`src/rtl/bsc_pkg.sv`:
```
// ---------------------------------------------------------------------------
// bsc_pkg
// Shared types, constants and the compensation microprogram.
// ---------------------------------------------------------------------------
package bsc_pkg;

   localparam int RawWidth  = 20;
   localparam int CoefWidth = 48;
   localparam int CompWidth = 32;
   localparam int IdxWidth  = 2;
   localparam int PcWidth   = 6;

   localparam logic [IdxWidth-1:0] CSR_TEMP    = 2'd0;
   localparam logic [IdxWidth-1:0] CSR_PRESS_A = 2'd1;
   localparam logic [IdxWidth-1:0] CSR_PRESS_B = 2'd2;
   localparam logic [IdxWidth-1:0] CSR_PRESS_C = 2'd3;

   localparam logic [PcWidth-1:0] PC_TEMP  = 6'd0;
   localparam logic [PcWidth-1:0] PC_PRESS = 6'd16;

   localparam logic [2:0] R0 = 3'd0;
   localparam logic [2:0] R1 = 3'd1;
   localparam logic [2:0] R2 = 3'd2;
   localparam logic [2:0] R3 = 3'd3;
   localparam logic [2:0] R4 = 3'd4;

   typedef enum logic [3:0] {
      OP_ADD, OP_SUB, OP_SHL, OP_SHR, OP_ASR, OP_MUL, OP_DIV, OP_SEXT, OP_TSTZ
   } op_type;

   typedef enum logic [4:0] {
      S_R0, S_R1, S_R2, S_R3, S_R4, S_RAW, S_FINE,
      S_T1, S_T2, S_T3,
      S_P1, S_P2, S_P3, S_P4, S_P5, S_P6, S_P7, S_P8, S_P9,
      S_K5, S_K128, S_K128000, S_K2P47, S_K2P20, S_K3125
   } src_type;

   typedef struct packed {
      op_type     op;
      logic [2:0] dst;
      src_type    srca;
      src_type    srcb;
      logic [5:0] sh;
      logic       last;
   } uop_type;

   typedef struct packed {
      logic    load_in;
      logic    issue;
      logic    load_out;
      uop_type uop;
   } dp_cmd_type;

   typedef struct packed {
      logic done;
      logic a_zero;
   } dp_status_type;

   function automatic uop_type mk(op_type op, logic [2:0] d, src_type a, src_type b,
                                  logic [5:0] s, logic l);
      uop_type u;
      u.op = op; u.dst = d; u.srca = a; u.srcb = b; u.sh = s; u.last = l;
      return u;
   endfunction

   // Temperature program from PC_TEMP, pressure program from PC_PRESS.
   function automatic uop_type ucode(logic [PcWidth-1:0] pc);
      uop_type u;
      case (pc)
         6'd0:  u = mk(OP_SHR,  R0, S_RAW,  S_R0,   6'd3,  1'b0);
         6'd1:  u = mk(OP_SHL,  R1, S_T1,   S_R0,   6'd1,  1'b0);
         6'd2:  u = mk(OP_SUB,  R0, S_R0,   S_R1,   6'd0,  1'b0);
         6'd3:  u = mk(OP_MUL,  R0, S_R0,   S_T2,   6'd0,  1'b0);
         6'd4:  u = mk(OP_ASR,  R0, S_R0,   S_R0,   6'd11, 1'b0);
         6'd5:  u = mk(OP_SHR,  R1, S_RAW,  S_R0,   6'd4,  1'b0);
         6'd6:  u = mk(OP_SUB,  R1, S_R1,   S_T1,   6'd0,  1'b0);
         6'd7:  u = mk(OP_MUL,  R1, S_R1,   S_R1,   6'd0,  1'b0);
         6'd8:  u = mk(OP_ASR,  R1, S_R1,   S_R0,   6'd12, 1'b0);
         6'd9:  u = mk(OP_MUL,  R1, S_R1,   S_T3,   6'd0,  1'b0);
         6'd10: u = mk(OP_ASR,  R1, S_R1,   S_R0,   6'd14, 1'b0);
         6'd11: u = mk(OP_ADD,  R0, S_R0,   S_R1,   6'd0,  1'b0);
         6'd12: u = mk(OP_SEXT, R0, S_R0,   S_R0,   6'd0,  1'b0);
         6'd13: u = mk(OP_MUL,  R0, S_R0,   S_K5,   6'd0,  1'b0);
         6'd14: u = mk(OP_ADD,  R0, S_R0,   S_K128, 6'd0,  1'b0);
         6'd15: u = mk(OP_ASR,  R0, S_R0,   S_R0,   6'd8,  1'b1);
         6'd16: u = mk(OP_SUB,  R0, S_FINE, S_K128000, 6'd0, 1'b0);
         6'd17: u = mk(OP_MUL,  R1, S_R0,   S_R0,   6'd0,  1'b0);
         6'd18: u = mk(OP_MUL,  R2, S_R1,   S_P6,   6'd0,  1'b0);
         6'd19: u = mk(OP_MUL,  R3, S_R0,   S_P5,   6'd0,  1'b0);
         6'd20: u = mk(OP_SHL,  R3, S_R3,   S_R0,   6'd17, 1'b0);
         6'd21: u = mk(OP_ADD,  R2, S_R2,   S_R3,   6'd0,  1'b0);
         6'd22: u = mk(OP_SHL,  R3, S_P4,   S_R0,   6'd35, 1'b0);
         6'd23: u = mk(OP_ADD,  R2, S_R2,   S_R3,   6'd0,  1'b0);
         6'd24: u = mk(OP_MUL,  R1, S_R1,   S_P3,   6'd0,  1'b0);
         6'd25: u = mk(OP_ASR,  R1, S_R1,   S_R0,   6'd8,  1'b0);
         6'd26: u = mk(OP_MUL,  R3, S_R0,   S_P2,   6'd0,  1'b0);
         6'd27: u = mk(OP_SHL,  R3, S_R3,   S_R0,   6'd12, 1'b0);
         6'd28: u = mk(OP_ADD,  R0, S_R1,   S_R3,   6'd0,  1'b0);
         6'd29: u = mk(OP_ADD,  R0, S_K2P47, S_R0,  6'd0,  1'b0);
         6'd30: u = mk(OP_MUL,  R0, S_R0,   S_P1,   6'd0,  1'b0);
         6'd31: u = mk(OP_ASR,  R0, S_R0,   S_R0,   6'd33, 1'b0);
         6'd32: u = mk(OP_TSTZ, R0, S_R0,   S_R0,   6'd0,  1'b0);
         6'd33: u = mk(OP_SUB,  R1, S_K2P20, S_RAW, 6'd0,  1'b0);
         6'd34: u = mk(OP_SHL,  R1, S_R1,   S_R0,   6'd31, 1'b0);
         6'd35: u = mk(OP_SUB,  R1, S_R1,   S_R2,   6'd0,  1'b0);
         6'd36: u = mk(OP_MUL,  R1, S_R1,   S_K3125, 6'd0, 1'b0);
         6'd37: u = mk(OP_DIV,  R1, S_R1,   S_R0,   6'd0,  1'b0);
         6'd38: u = mk(OP_ASR,  R2, S_R1,   S_R0,   6'd13, 1'b0);
         6'd39: u = mk(OP_MUL,  R3, S_P9,   S_R2,   6'd0,  1'b0);
         6'd40: u = mk(OP_MUL,  R3, S_R3,   S_R2,   6'd0,  1'b0);
         6'd41: u = mk(OP_ASR,  R3, S_R3,   S_R0,   6'd25, 1'b0);
         6'd42: u = mk(OP_MUL,  R4, S_P8,   S_R1,   6'd0,  1'b0);
         6'd43: u = mk(OP_ASR,  R4, S_R4,   S_R0,   6'd19, 1'b0);
         6'd44: u = mk(OP_ADD,  R1, S_R1,   S_R3,   6'd0,  1'b0);
         6'd45: u = mk(OP_ADD,  R1, S_R1,   S_R4,   6'd0,  1'b0);
         6'd46: u = mk(OP_ASR,  R1, S_R1,   S_R0,   6'd8,  1'b0);
         6'd47: u = mk(OP_SHL,  R3, S_P7,   S_R0,   6'd4,  1'b0);
         6'd48: u = mk(OP_ADD,  R0, S_R1,   S_R3,   6'd0,  1'b1);
         default: u = mk(OP_ADD, R0, S_R0, S_R0, 6'd0, 1'b1);
      endcase
      return u;
   endfunction

endpackage

```
`src/rtl/bsc_control.sv`:
```
// ---------------------------------------------------------------------------
// bsc_control
// Sequencer: steps the microprogram and owns the stream handshakes.
// ---------------------------------------------------------------------------
module bsc_control (
   input  logic                   clock,
   input  logic                   reset,
   input  logic                   req_tvalid,
   output logic                   req_tready,
   input  logic                   req_cmd,
   output logic                   rsp_tvalid,
   input  logic                   rsp_tready,
   output bsc_pkg::dp_cmd_type    cmd,
   input  bsc_pkg::dp_status_type status
);
   import bsc_pkg::*;

   typedef enum logic [3:0] {
      ST_IDLE   = 4'b0001,
      ST_ISSUE  = 4'b0010,
      ST_WAIT   = 4'b0100,
      ST_FINISH = 4'b1000
   } state_type;

   state_type            state_ff, state_in;
   logic [PcWidth-1:0]   pc_ff, pc_in;
   logic                 valid_ff, valid_in;
   uop_type              u;
   logic                 is_long;

   assign u          = ucode(pc_ff);
   assign is_long    = (u.op == OP_MUL) || (u.op == OP_DIV);
   assign req_tready = (state_ff == ST_IDLE);
   assign rsp_tvalid = valid_ff;

   always_comb begin
      state_in     = state_ff;
      pc_in        = pc_ff;
      valid_in     = valid_ff && !rsp_tready;
      cmd.uop      = u;
      cmd.load_in  = 1'b0;
      cmd.issue    = 1'b0;
      cmd.load_out = 1'b0;
      unique case (state_ff)
         ST_IDLE: begin
            if (req_tvalid) begin
               cmd.load_in = 1'b1;
               pc_in       = req_cmd ? PC_PRESS : PC_TEMP;
               state_in    = ST_ISSUE;
            end
         end
         ST_ISSUE: begin
            cmd.issue = 1'b1;
            if (is_long) begin
               state_in = ST_WAIT;
            end else if (u.last || (u.op == OP_TSTZ && status.a_zero)) begin
               state_in = ST_FINISH;
            end else begin
               pc_in = pc_ff + 6'd1;
            end
         end
         ST_WAIT: begin
            if (status.done) begin
               if (u.last) begin
                  state_in = ST_FINISH;
               end else begin
                  pc_in    = pc_ff + 6'd1;
                  state_in = ST_ISSUE;
               end
            end
         end
         ST_FINISH: begin
            if (!valid_ff || rsp_tready) begin
               cmd.load_out = 1'b1;
               valid_in     = 1'b1;
               state_in     = ST_IDLE;
            end
         end
         default: state_in = ST_IDLE;
      endcase
   end

   always_ff @(posedge clock) begin
      if (reset) begin
         state_ff <= ST_IDLE;
         pc_ff    <= '0;
         valid_ff <= 1'b0;
      end else begin
         state_ff <= state_in;
         pc_ff    <= pc_in;
         valid_ff <= valid_in;
      end
   end

   a_long_waits: assert property (@(posedge clock) disable iff (reset)
      (state_ff == ST_ISSUE && is_long) |=> state_ff == ST_WAIT)
      else $error("long op did not enter wait");

   a_wait_holds: assert property (@(posedge clock) disable iff (reset)
      (state_ff == ST_WAIT && !status.done) |=> (state_ff == ST_WAIT && $stable(pc_ff)))
      else $error("wait left before unit finished");

   a_accept_starts: assert property (@(posedge clock) disable iff (reset)
      (req_tvalid && req_tready) |=> state_ff == ST_ISSUE)
      else $error("accepted item did not start");

endmodule

```
`config.mk`:
```
export PLATFORM = sky130hd
export DESIGN_NAME = bsc_control
export DESIGN_NICKNAME = d
export VERILOG_FILES = /design/src/rtl/bsc_pkg.sv /design/src/rtl/bsc_control.sv
export SDC_FILE = /design/constraint.sdc
export NUM_CORES = 1
export LEC_CHECK = 0
export CAP_MARGIN = 20
export CORE_MARGIN = 2
export CORE_UTILIZATION = 52
export CTS_CLUSTER_SIZE = 12
export DETAILED_ROUTE_END_ITERATION = 8
export DONT_BUFFER_PORTS = 1
export GPL_TIMING_DRIVEN = 0
export PLACE_DENSITY = 0.67
export SLEW_MARGIN = 20
export SYNTH_ARGS = -nofsm -noshare
export SYNTH_HDL_FRONTEND = slang
export SYNTH_SLANG_ARGS = --single-unit
export TNS_END_PERCENT = 20
```
`constraint.sdc`:
```
create_clock -name clock -period 5.73 [get_ports clock]
set_input_delay 0.8595 -clock clock [delete_from_list [all_inputs] [get_ports clock]]
set_output_delay 0.8595 -clock clock [all_outputs]
set_load 0.02 [all_outputs]
```
# Yosys cells after proc, flatten, opt, wreduce, memory -nomap -nowiden
# Memories as Yosys holds them, arrays and structs flattened. A register that Yosys moved wholly into a read port is not among the register bits.
# Cells that the tools add are included.
[word_totals]
reg_bits = 11
latchBits = 0
ramBits = 0
romBits = 1536
inputBits = 7
output_inout_bits = 29
word_cells = 52
memories = 1
[op_classes]
add_sub_neg = 1
multipliers = 0
n_div = 0
magnitude_cmp = 0
eq_ne = 14
n_shift = 0
n_mux = 23
n_bitwise = 0
n_reduce_logical = 10
[mem_list]
columns = ["name", "words", "width", "read_ports", "rd_clocked_by_memory_dff", "wr", "line", "source"]
rows = [
  ["(no name shown)", 64, 24, 1, 1, 0, "bsc_pkg.sv:69", "case (pc)"],
]
[ops]
columns = ["operator", "n"]
rows = [
  ["two-way mux 6 bit", 7],
  ["two-way mux 4 bit", 6],
  ["case mux 6 bit (3 select lines)", 1],
  ["case mux 4 bit (4 select lines)", 1],
  ["equality test 4 x 3 -> 1 bit (second input constant)", 3],
  ["inequality test 2 bit (second input constant)", 6],
  ["equality test 4 bit (second input constant)", 2],
  ["two-way mux 1 bit", 7],
  ["adder 6 x 1 -> 6 bit (second input constant)", 1],
  ["AND reduction 6 bit", 1],
  ["two-way mux 5 bit", 1],
  ["equality test 4 x 1 -> 1 bit (second input constant)", 1],
  ["equality test 4 x 2 -> 1 bit (second input constant)", 1],
  ["AND reduction 4 bit", 1],
  ["logical OR 1 bit", 3],
  ["inequality test 3 bit (second input constant)", 1],
  ["nonzero test 3 bit", 1],
  ["logical AND 1 bit", 2],
  ["zero test 1 bit", 2],
]

# Depth between registers and ports, before layout
# Gate-level depths: netlist (run 1).
[depth]
word_depth = 8
depth_mapped = 13

# Worst setup path before layout (run 1)
# Ideal clock, no wire load.
[synth_path]
kind = "reg-to-reg"
from = "register state_ff[3]"
to = "register, netlist name u[7]"
setup_time_ns = 0.078
t_arrival_ns = 3.437
required_time_ns = 5.652
slack_ns = 2.215
path_stages_with_launch = 14
path_buffers = 3
synth_period_minus_slack_ns = 3.515
path_cell_list = "dfxtp_1 > clkbuf_1 > nor4b_2 > o21ai_0 > nand3_2 > buf_6 > mux2_2 > inv_2 > ha_1 > clkbuf_1 > o21ai_0 > a211o_1 > and2_0 > a32oi_1"
[synth_between]
elab_chain_cells = 5
word_cells_on_any_way = 13
cone_classes = "8 x eq/ne; 3 x mux; 2 x reduce/logical"
[synth_lines]
columns = ["element", "line", "source"]
rows = [
  ["from (decl)", "bsc_control.sv:25", "state_type state_ff, state_in;"],
  ["from (signal assigned)", "bsc_control.sv:89", "state_ff <= state_in;"],
  ["equality test 4 x 2 -> 1 bit (tied with other cells)", "bsc_control.sv:44", "unique case (state_ff)"],
  ["inequality test 2 bit (no line) or nonzero test 3 bit (tied branches)", "n/a", ""],
  ["AND reduction 6 bit (no line)", "n/a", ""],
  ["two-way mux 6 bit (no line) * (2 in a row)", "n/a", ""],
]
# Every way passes the cells marked *; elsewhere a longest branch is shown, timed or not.
# A chain may end at the register's enable or synchronous reset.

# Worst setup path in the final report (run 1)
[layout_path]
from = "register state_ff[3]"
to = "register, netlist name u[7]"
[layout_between]
elab_chain_cells = 5
word_cells_on_any_way = 13
cone_classes = "8 x eq/ne; 3 x mux; 2 x reduce/logical"
[layout_lines]
columns = ["element", "line"]
rows = [
  ["equality test 4 x 2 -> 1 bit (tied with other cells)", "bsc_control.sv:44"],
  ["inequality test 2 bit (no line) or nonzero test 3 bit (tied branches)", "n/a"],
  ["AND reduction 6 bit (no line)", "n/a"],
  ["two-way mux 6 bit (no line) * (2 in a row)", "n/a"],
]
# Marked as above.

==> results of run 1 <==
-- flip-flops by register name, indices dropped and copies added (netlist names) --
register and count:
rsp_tvalid 1, state_ff 4, u 24, pc_ff 6
-- kinds of logic (layout without fill, tap and decap cells) --
kind of cell / after synthesis / after routing / share of synthesized area
buffers and inverters: 37 / 45 / 0.0756
multiplexers: 9 / 9 / 0.0373
AO/OA/AOI/OAI: 105 / 105 / 0.293
adder cells (fa/ha/maj): 8 / 8 / 0.0393
flip-flops: 35 / 35 / 0.275
XOR/XNOR: 3 / 3 / 0.0103
AND/OR/NAND/NOR: 119 / 119 / 0.270
-- per-layer routing --
metal,track usage,share of wire
met5,0,0
met4,0.129,0.041
met3,0.0786,0.13
met2,0.437,0.41
met1,0.418,0.42
-- layout make-up --
| type | count | area, um^2 |
|---|---|---|
| Buffer | 24 | 139 |
| Clock buffer | 5 | 68.8 |
| Fill cell | 458 | 1980 |
| Multi-Input combinational cell | 244 | 1650 |
| Sequential cell | 35 | 701 |
| Tap cell | 67 | 83.8 |
| Inverter | 13 | 53.8 |
| Clock inverter | 3 | 43.8 |
-- worst paths after layout --
path / start / endpoint / slack [ns] / cells past startpoint
max: state_ff[3] / u[7] / 1.33 / 13
min reg2reg: rsp_tvalid / rsp_tvalid / 0.64 / 2
min: rsp_tvalid / rsp_tvalid / 0.64 / 2
max reg2reg: state_ff[3] / u[7] / 1.33 / 13
-- layout by cell type, fill, tap and decap left out, types with 8 or more instances in the layout --
master	instances
a21oi_1	20
buf_2	9
clkbuf_1	9
dfxtp_1	35
ha_1	8
inv_1	8
nand2_1	22
nand3_1	15
nor2_1	21
nor3_1	16
o211ai_1	11
o21ai_0	13
-- worst min-delay path, cell delays in order, from the launching register on --
cell and delay, ns:
dfxtp_1 0.38, nand2b_1 0.13, a21oi_1 0.07
-- report_power, final --
| group | internal [mW] | total (mW) | switching (mW) |
|---|---|---|---|
| sequential | 0.291 | 0.358 | 0.0670 |
| clock | 0.129 | 0.223 | 0.0938 |
| combinational | 0.168 | 0.463 | 0.295 |
-- metrics by stage --
stage / instance area [um^2] / instances
after floorplan: 2550 / 316
after global placement: 2630 / 383
after detailed placement: 2630 / 383
after CTS: 2740 / 391
after global routing: 2740 / 391
final: 2740 / 391
==> results.toml, run 1 <==
[run_status]
status = "complete, no violations"

[cts]
htree_num_levels = 2
cts-resized-gates = 0
cts_sinks = 35
postCtsSetupBuffers = 0
hold_buffers = 0
cts_inserted_buffers = 5
cts_tree = "built"
clockBufferDepth = 2
clk_latency_ns = 0.30
cts_root_buf = "clkbuf_8"
path_clk_slew_ns = 0.08

[sta]
hold_viol_final = 0
fmax_mhz = 227
hold_ws_ns = 0.636
finClkSkew_ns = 0.0105
setup_tns_ns = 0
rsz0062_at_grt = "no"
finalCritPeriodShare = 0.768
worst_pin_slew_ns = 0.836
fin_ws_ns = 1.33
slew_violations = 0
slew_headroom = 0.441
fin_crit_ns = 4.40
setup_violations = 0

[synth]
synthesis.instances = 316
yosysSeqAreaShare = 0.275
synth_nets = 331
ys_ff_latch = 35
ys_async_sr_fraction = 0
dominantRegCellSynth = "dfxtp_1"
synth_edf_count = 0
yosysWarnings = 0
synth.cell_area_mm2 = 0.00255
yosys-top-cells-area = "dfxtp_1 (28%), a21oi_1 (3.9%), ha_1 (3.9%), nand2_1 (3.2%), o211ai_1 (3.2%)"
post-synth-top-area-cell = "dfxtp_1"
ys_types = 74
avgSynthCellArea_um2 = 8.06
yosysMostFrequentCell = "dfxtp_1"
yosysTopAreaCellShare = 0.275
synthTopCellsByCount = "dfxtp_1 (35), nand2_1 (22), nor2_1 (21)"

[global_route]
overflow = 0
grtUsageTotal = 0.300
grt_start_max_net_pins = 13
grt_first_pass_wirelength_um = 12500
antenna_found_initial = 0
grt_pass1_vias = 2472

[floorplan]
die_h_um = 74.0
placementRows = 25
die_width_um = 74.0
num_io_pins = 36
core_area_mm2 = 0.00472
initial_core_util = 0.539
die-area_mm2 = 0.00547

[route]
dr.first_iter.drc_count = 529
num_vias = 2698
ant_nets = 0
wire_per_inst_um = 20.6
drcViolationCount = 0
firstDrtPassIters = 5
drt-total-wl_um = 8040
viasPerCell = 6.90

[power_and_ir_drop]
fin_total_pwr_mw = 1.04
p_leak_nw = 0.961
ir_worst_vdd_v = 0.000267
powerDensity_mw_per_mm2 = 381

[setup_path]
critPathTopFamily = "buffers and inverters"
crit_chain = "clkbuf_1 > nor4b_2 > o21ai_0 > nand3_2 > buf_6 > mux2_2 > clkbuf_1 > ha_1 > clkbuf_1 > o21ai_0 > a211o_1 > and2_0 > a32oi_1"
path_common_cell = "clkbuf_1"
arrival_ns = 4.62
critPathBufInv = 4
crit_path_max_incr_delay_ns = 0.77
crit_fanout = 11
end_kind = "flip-flop"
cp.required_ns = 5.95
cp-start-kind = "flip-flop"
slowest_stage = "nor4b_2"
critPathKind = "flip-flop to flip-flop"

[layout]
synthToLayoutAreaGrowth_pct = 7.71
fin_nets = 338
diodes = 0
drive_above_1_share = 0.148
fin_util = 0.581

[placement]
post-place-ws_ns = 1.47
place.gp.congestion = 0.967
port_buffers = 0
hpwlAfterDp_um = 5420

[min_path]
hold_path_class = "flip-flop to flip-flop"

[run]
cap_viol_max_count = 0
No activity file was read; power rests on OpenSTA's default activity.
==> run 2, diff against run 1 <==
--- a/config.mk
+++ b/config.mk
@@ -5,6 +5,7 @@
 export SDC_FILE = /design/constraint.sdc
 export NUM_CORES = 1
 export LEC_CHECK = 0
+export ABC_AREA = 1
 export CAP_MARGIN = 20
 export CORE_MARGIN = 2
 export CORE_UTILIZATION = 52
@@ -12,7 +13,7 @@
 export DETAILED_ROUTE_END_ITERATION = 8
 export DONT_BUFFER_PORTS = 1
 export GPL_TIMING_DRIVEN = 0
-export PLACE_DENSITY = 0.67
+export PLACE_DENSITY = 0.7
 export SLEW_MARGIN = 20
 export SYNTH_ARGS = -nofsm -noshare
 export SYNTH_HDL_FRONTEND = slang
==> constraint.sdc (replaced) <==
create_clock -name clock -period 3.73 [get_ports clock]
set_input_delay 0.5595 -clock clock [delete_from_list [all_inputs] [get_ports clock]]
set_output_delay 0.5595 -clock clock [all_outputs]
set_load 0.02 [all_outputs]
==> results.toml, run 2 <==
[placement]
port_buffers = 0
post-place-ws_ns = 0.840
hpwlAfterDp_um = 5350
place.gp.congestion = 1.01
dp.cells = 472
postPlaceCellArea_mm2 = 0.00263

[global_route]
antenna_found_initial = 0
grtUsageTotal = 0.278
grt_pass1_vias = 2384
grt_first_pass_wirelength_um = 11500
grt_start_max_net_pins = 14
overflow = 0

[synth]
yosysWarnings = 0
synth_nets = 420
yosysMostFrequentCell = "nand2_1"
yosysSeqAreaShare = 0.275
post-synth-top-area-cell = "dfxtp_1"
synthTopCellsByCount = "nand2_1 (127), nand3_1 (82), inv_1 (45)"
yosys-top-cells-area = "dfxtp_1 (27%), nand2_1 (19%), nand3_1 (16%), inv_1 (6.6%), ha_1 (3.9%)"
ys_ff_latch = 35
yosysTopAreaCellShare = 0.275
synth_edf_count = 0
ys_async_sr_fraction = 0
ys_types = 29
avgSynthCellArea_um2 = 6.29
dominantRegCellSynth = "dfxtp_1"
synth.cell_area_mm2 = 0.00255
synthesis.instances = 405

[setup_path]
crit_fanout = 13
critPathKind = "flip-flop to flip-flop"
cp-startpoint = "state_ff[3]"
ff2ff_setup_slack_ns = 0.78
arrival_ns = 3.18
r2r-start = "state_ff[3]"
r2r-end = "u[21]"
worstRegToRegCells = 16
cp-start-kind = "flip-flop"
endpoint = "u[21]"
end_kind = "flip-flop"
cp.required_ns = 3.96

[floorplan]
die-area_mm2 = 0.00548
num_io_pins = 36
initial_core_util = 0.540
core_area_mm2 = 0.00472
die_width_um = 74.0
die_h_um = 74.0
placementRows = 25

[sta]
setup_violations = 0
slew_headroom = 0.746
fin_ws_ns = 0.783
setup_tns_ns = 0
fin_crit_ns = 2.95
fmax_mhz = 339
finClkSkew_ns = 0.00604
rsz0062_at_grt = "no"
finalCritPeriodShare = 0.790
hold_viol_final = 0
worst_pin_slew_ns = 0.379
slew_violations = 0

[layout]
layout_commonest_cell = "nand2_1"
synthToLayoutAreaGrowth_pct = 7.71
diodes = 0
fin_util = 0.581
stdcell_count = 480
fillCellCount = 475
fin_area_mm2 = 0.00275
largest_reg_flops = 24
fin_nets = 427
most-common-layout-cells = "nand2_1 (127), nand3_1 (82), inv_1 (45)"
drive_above_1_share = 0.140

[power_and_ir_drop]
p_seq_frac = 0.289
p_sw_frac = 0.523
internal-power_mw = 1.10
p_comb_frac = 0.561
powerDensity_mw_per_mm2 = 841
ir_worst_vdd_v = 0.000332
clockPowerShare = 0.149
p_leak_nw = 1.44
power.switching_mw = 1.21

[route]
wire_per_inst_um = 15.2
ant_nets = 0
drcViolationCount = 0
drt-total-wl_um = 7270
viasPerCell = 5.53
num_vias = 2656
firstDrtPassIters = 6
dr.first_iter.drc_count = 335

[cts]
cts_root_buf = "clkbuf_8"
cts_inserted_buffers = 5
cts_sinks = 35
path_clk_slew_ns = 0.07
hold_buffers = 0
cts_tree = "built"
cts-resized-gates = 0
clockBufferDepth = 2
postCtsSetupBuffers = 0
htree_num_levels = 2
clk_latency_ns = 0.29

[run]
cap_viol_max_count = 0

[min_path]
hold_path_class = "input pin to flip-flop"

[run_status]
status = "complete, no violations"
[run 2: how the worst min path moves through the flow]
stage	start	end	slack, ns	depth (start not counted)
5_1_grt	rsp_tready	rsp_tvalid	0.46	3
3_3_place_gp	state_ff[2]	rsp_tvalid	0.57	3
6_report	rsp_tready	rsp_tvalid	0.45	3
4_1_cts	rsp_tready	rsp_tvalid	0.45	3
3_5_place_dp	state_ff[2]	rsp_tvalid	0.57	3
2_1_floorplan	state_ff[2]	rsp_tvalid	0.54	3
[run 2: layout make-up]
cell class | instances | area (um^2) | share of cell area
clock buffers | 5 | 68.8 | 0.0251
inverters | 52 | 198 | 0.0720
well taps | 67 | 83.8 | 0.0305
multi-input cells | 305 | 1560 | 0.567
plain buffers | 13 | 93.8 | 0.0342
flip-flops and latches | 35 | 701 | 0.255
clock inverters | 3 | 43.8 | 0.0160
[run 2: power by group through the flow]
stage	registers [mW]	logic, mW	clock network, mW
final	0.668	1.30	0.345
after global routing	0.686	1.43	0.368
after CTS	0.670	1.26	0.351
after detailed placement	0.679	1.25	0
after global placement	0.677	1.25	0
after floorplan	0.662	0.993	0
[run 2: layer usage]
layer  global-route usage  vias to the layer above  share of wire
met1                0.383                     1161           0.41
met4                0.101                        0          0.020
met2                0.423                      173           0.44
met5                    0                        -              0
met3               0.0678                       23           0.12
li1                     -                     1299              -
[run 2: logic make-up after synthesis]
family,synth area share
and+or+nand+nor,0.524
xor gates and xnor gates,0.00687
AOI/OAI and AO/OA,0.0403
DFF,0.275
adders and majority gates,0.0393
buffers and inverters,0.114
[run 2: per-stage QoR]
step	hold WS (ns)	total power [mW]
after floorplan	0.541	1.65
after global placement	0.565	1.93
after detailed placement	0.574	1.93
after CTS	0.448	2.28
after global routing	0.464	2.48
final	0.449	2.31
[run 2: critical path, cell delays in order (launching register included)]
cell and delay, ns:
dfxtp_1 0.37, nor2_1 0.09, nand2_2 0.12, clkinv_1 0.24, nand2_2 0.27, nand2_2 0.09
buf_6 0.15, nand2_2 0.09, nand3_4 0.18, inv_1 0.23, ha_1 0.27, nand3_1 0.26
nor2_1 0.27, nor2_1 0.07, nand2_1 0.06, nand3_1 0.06, nor2_1 0.08
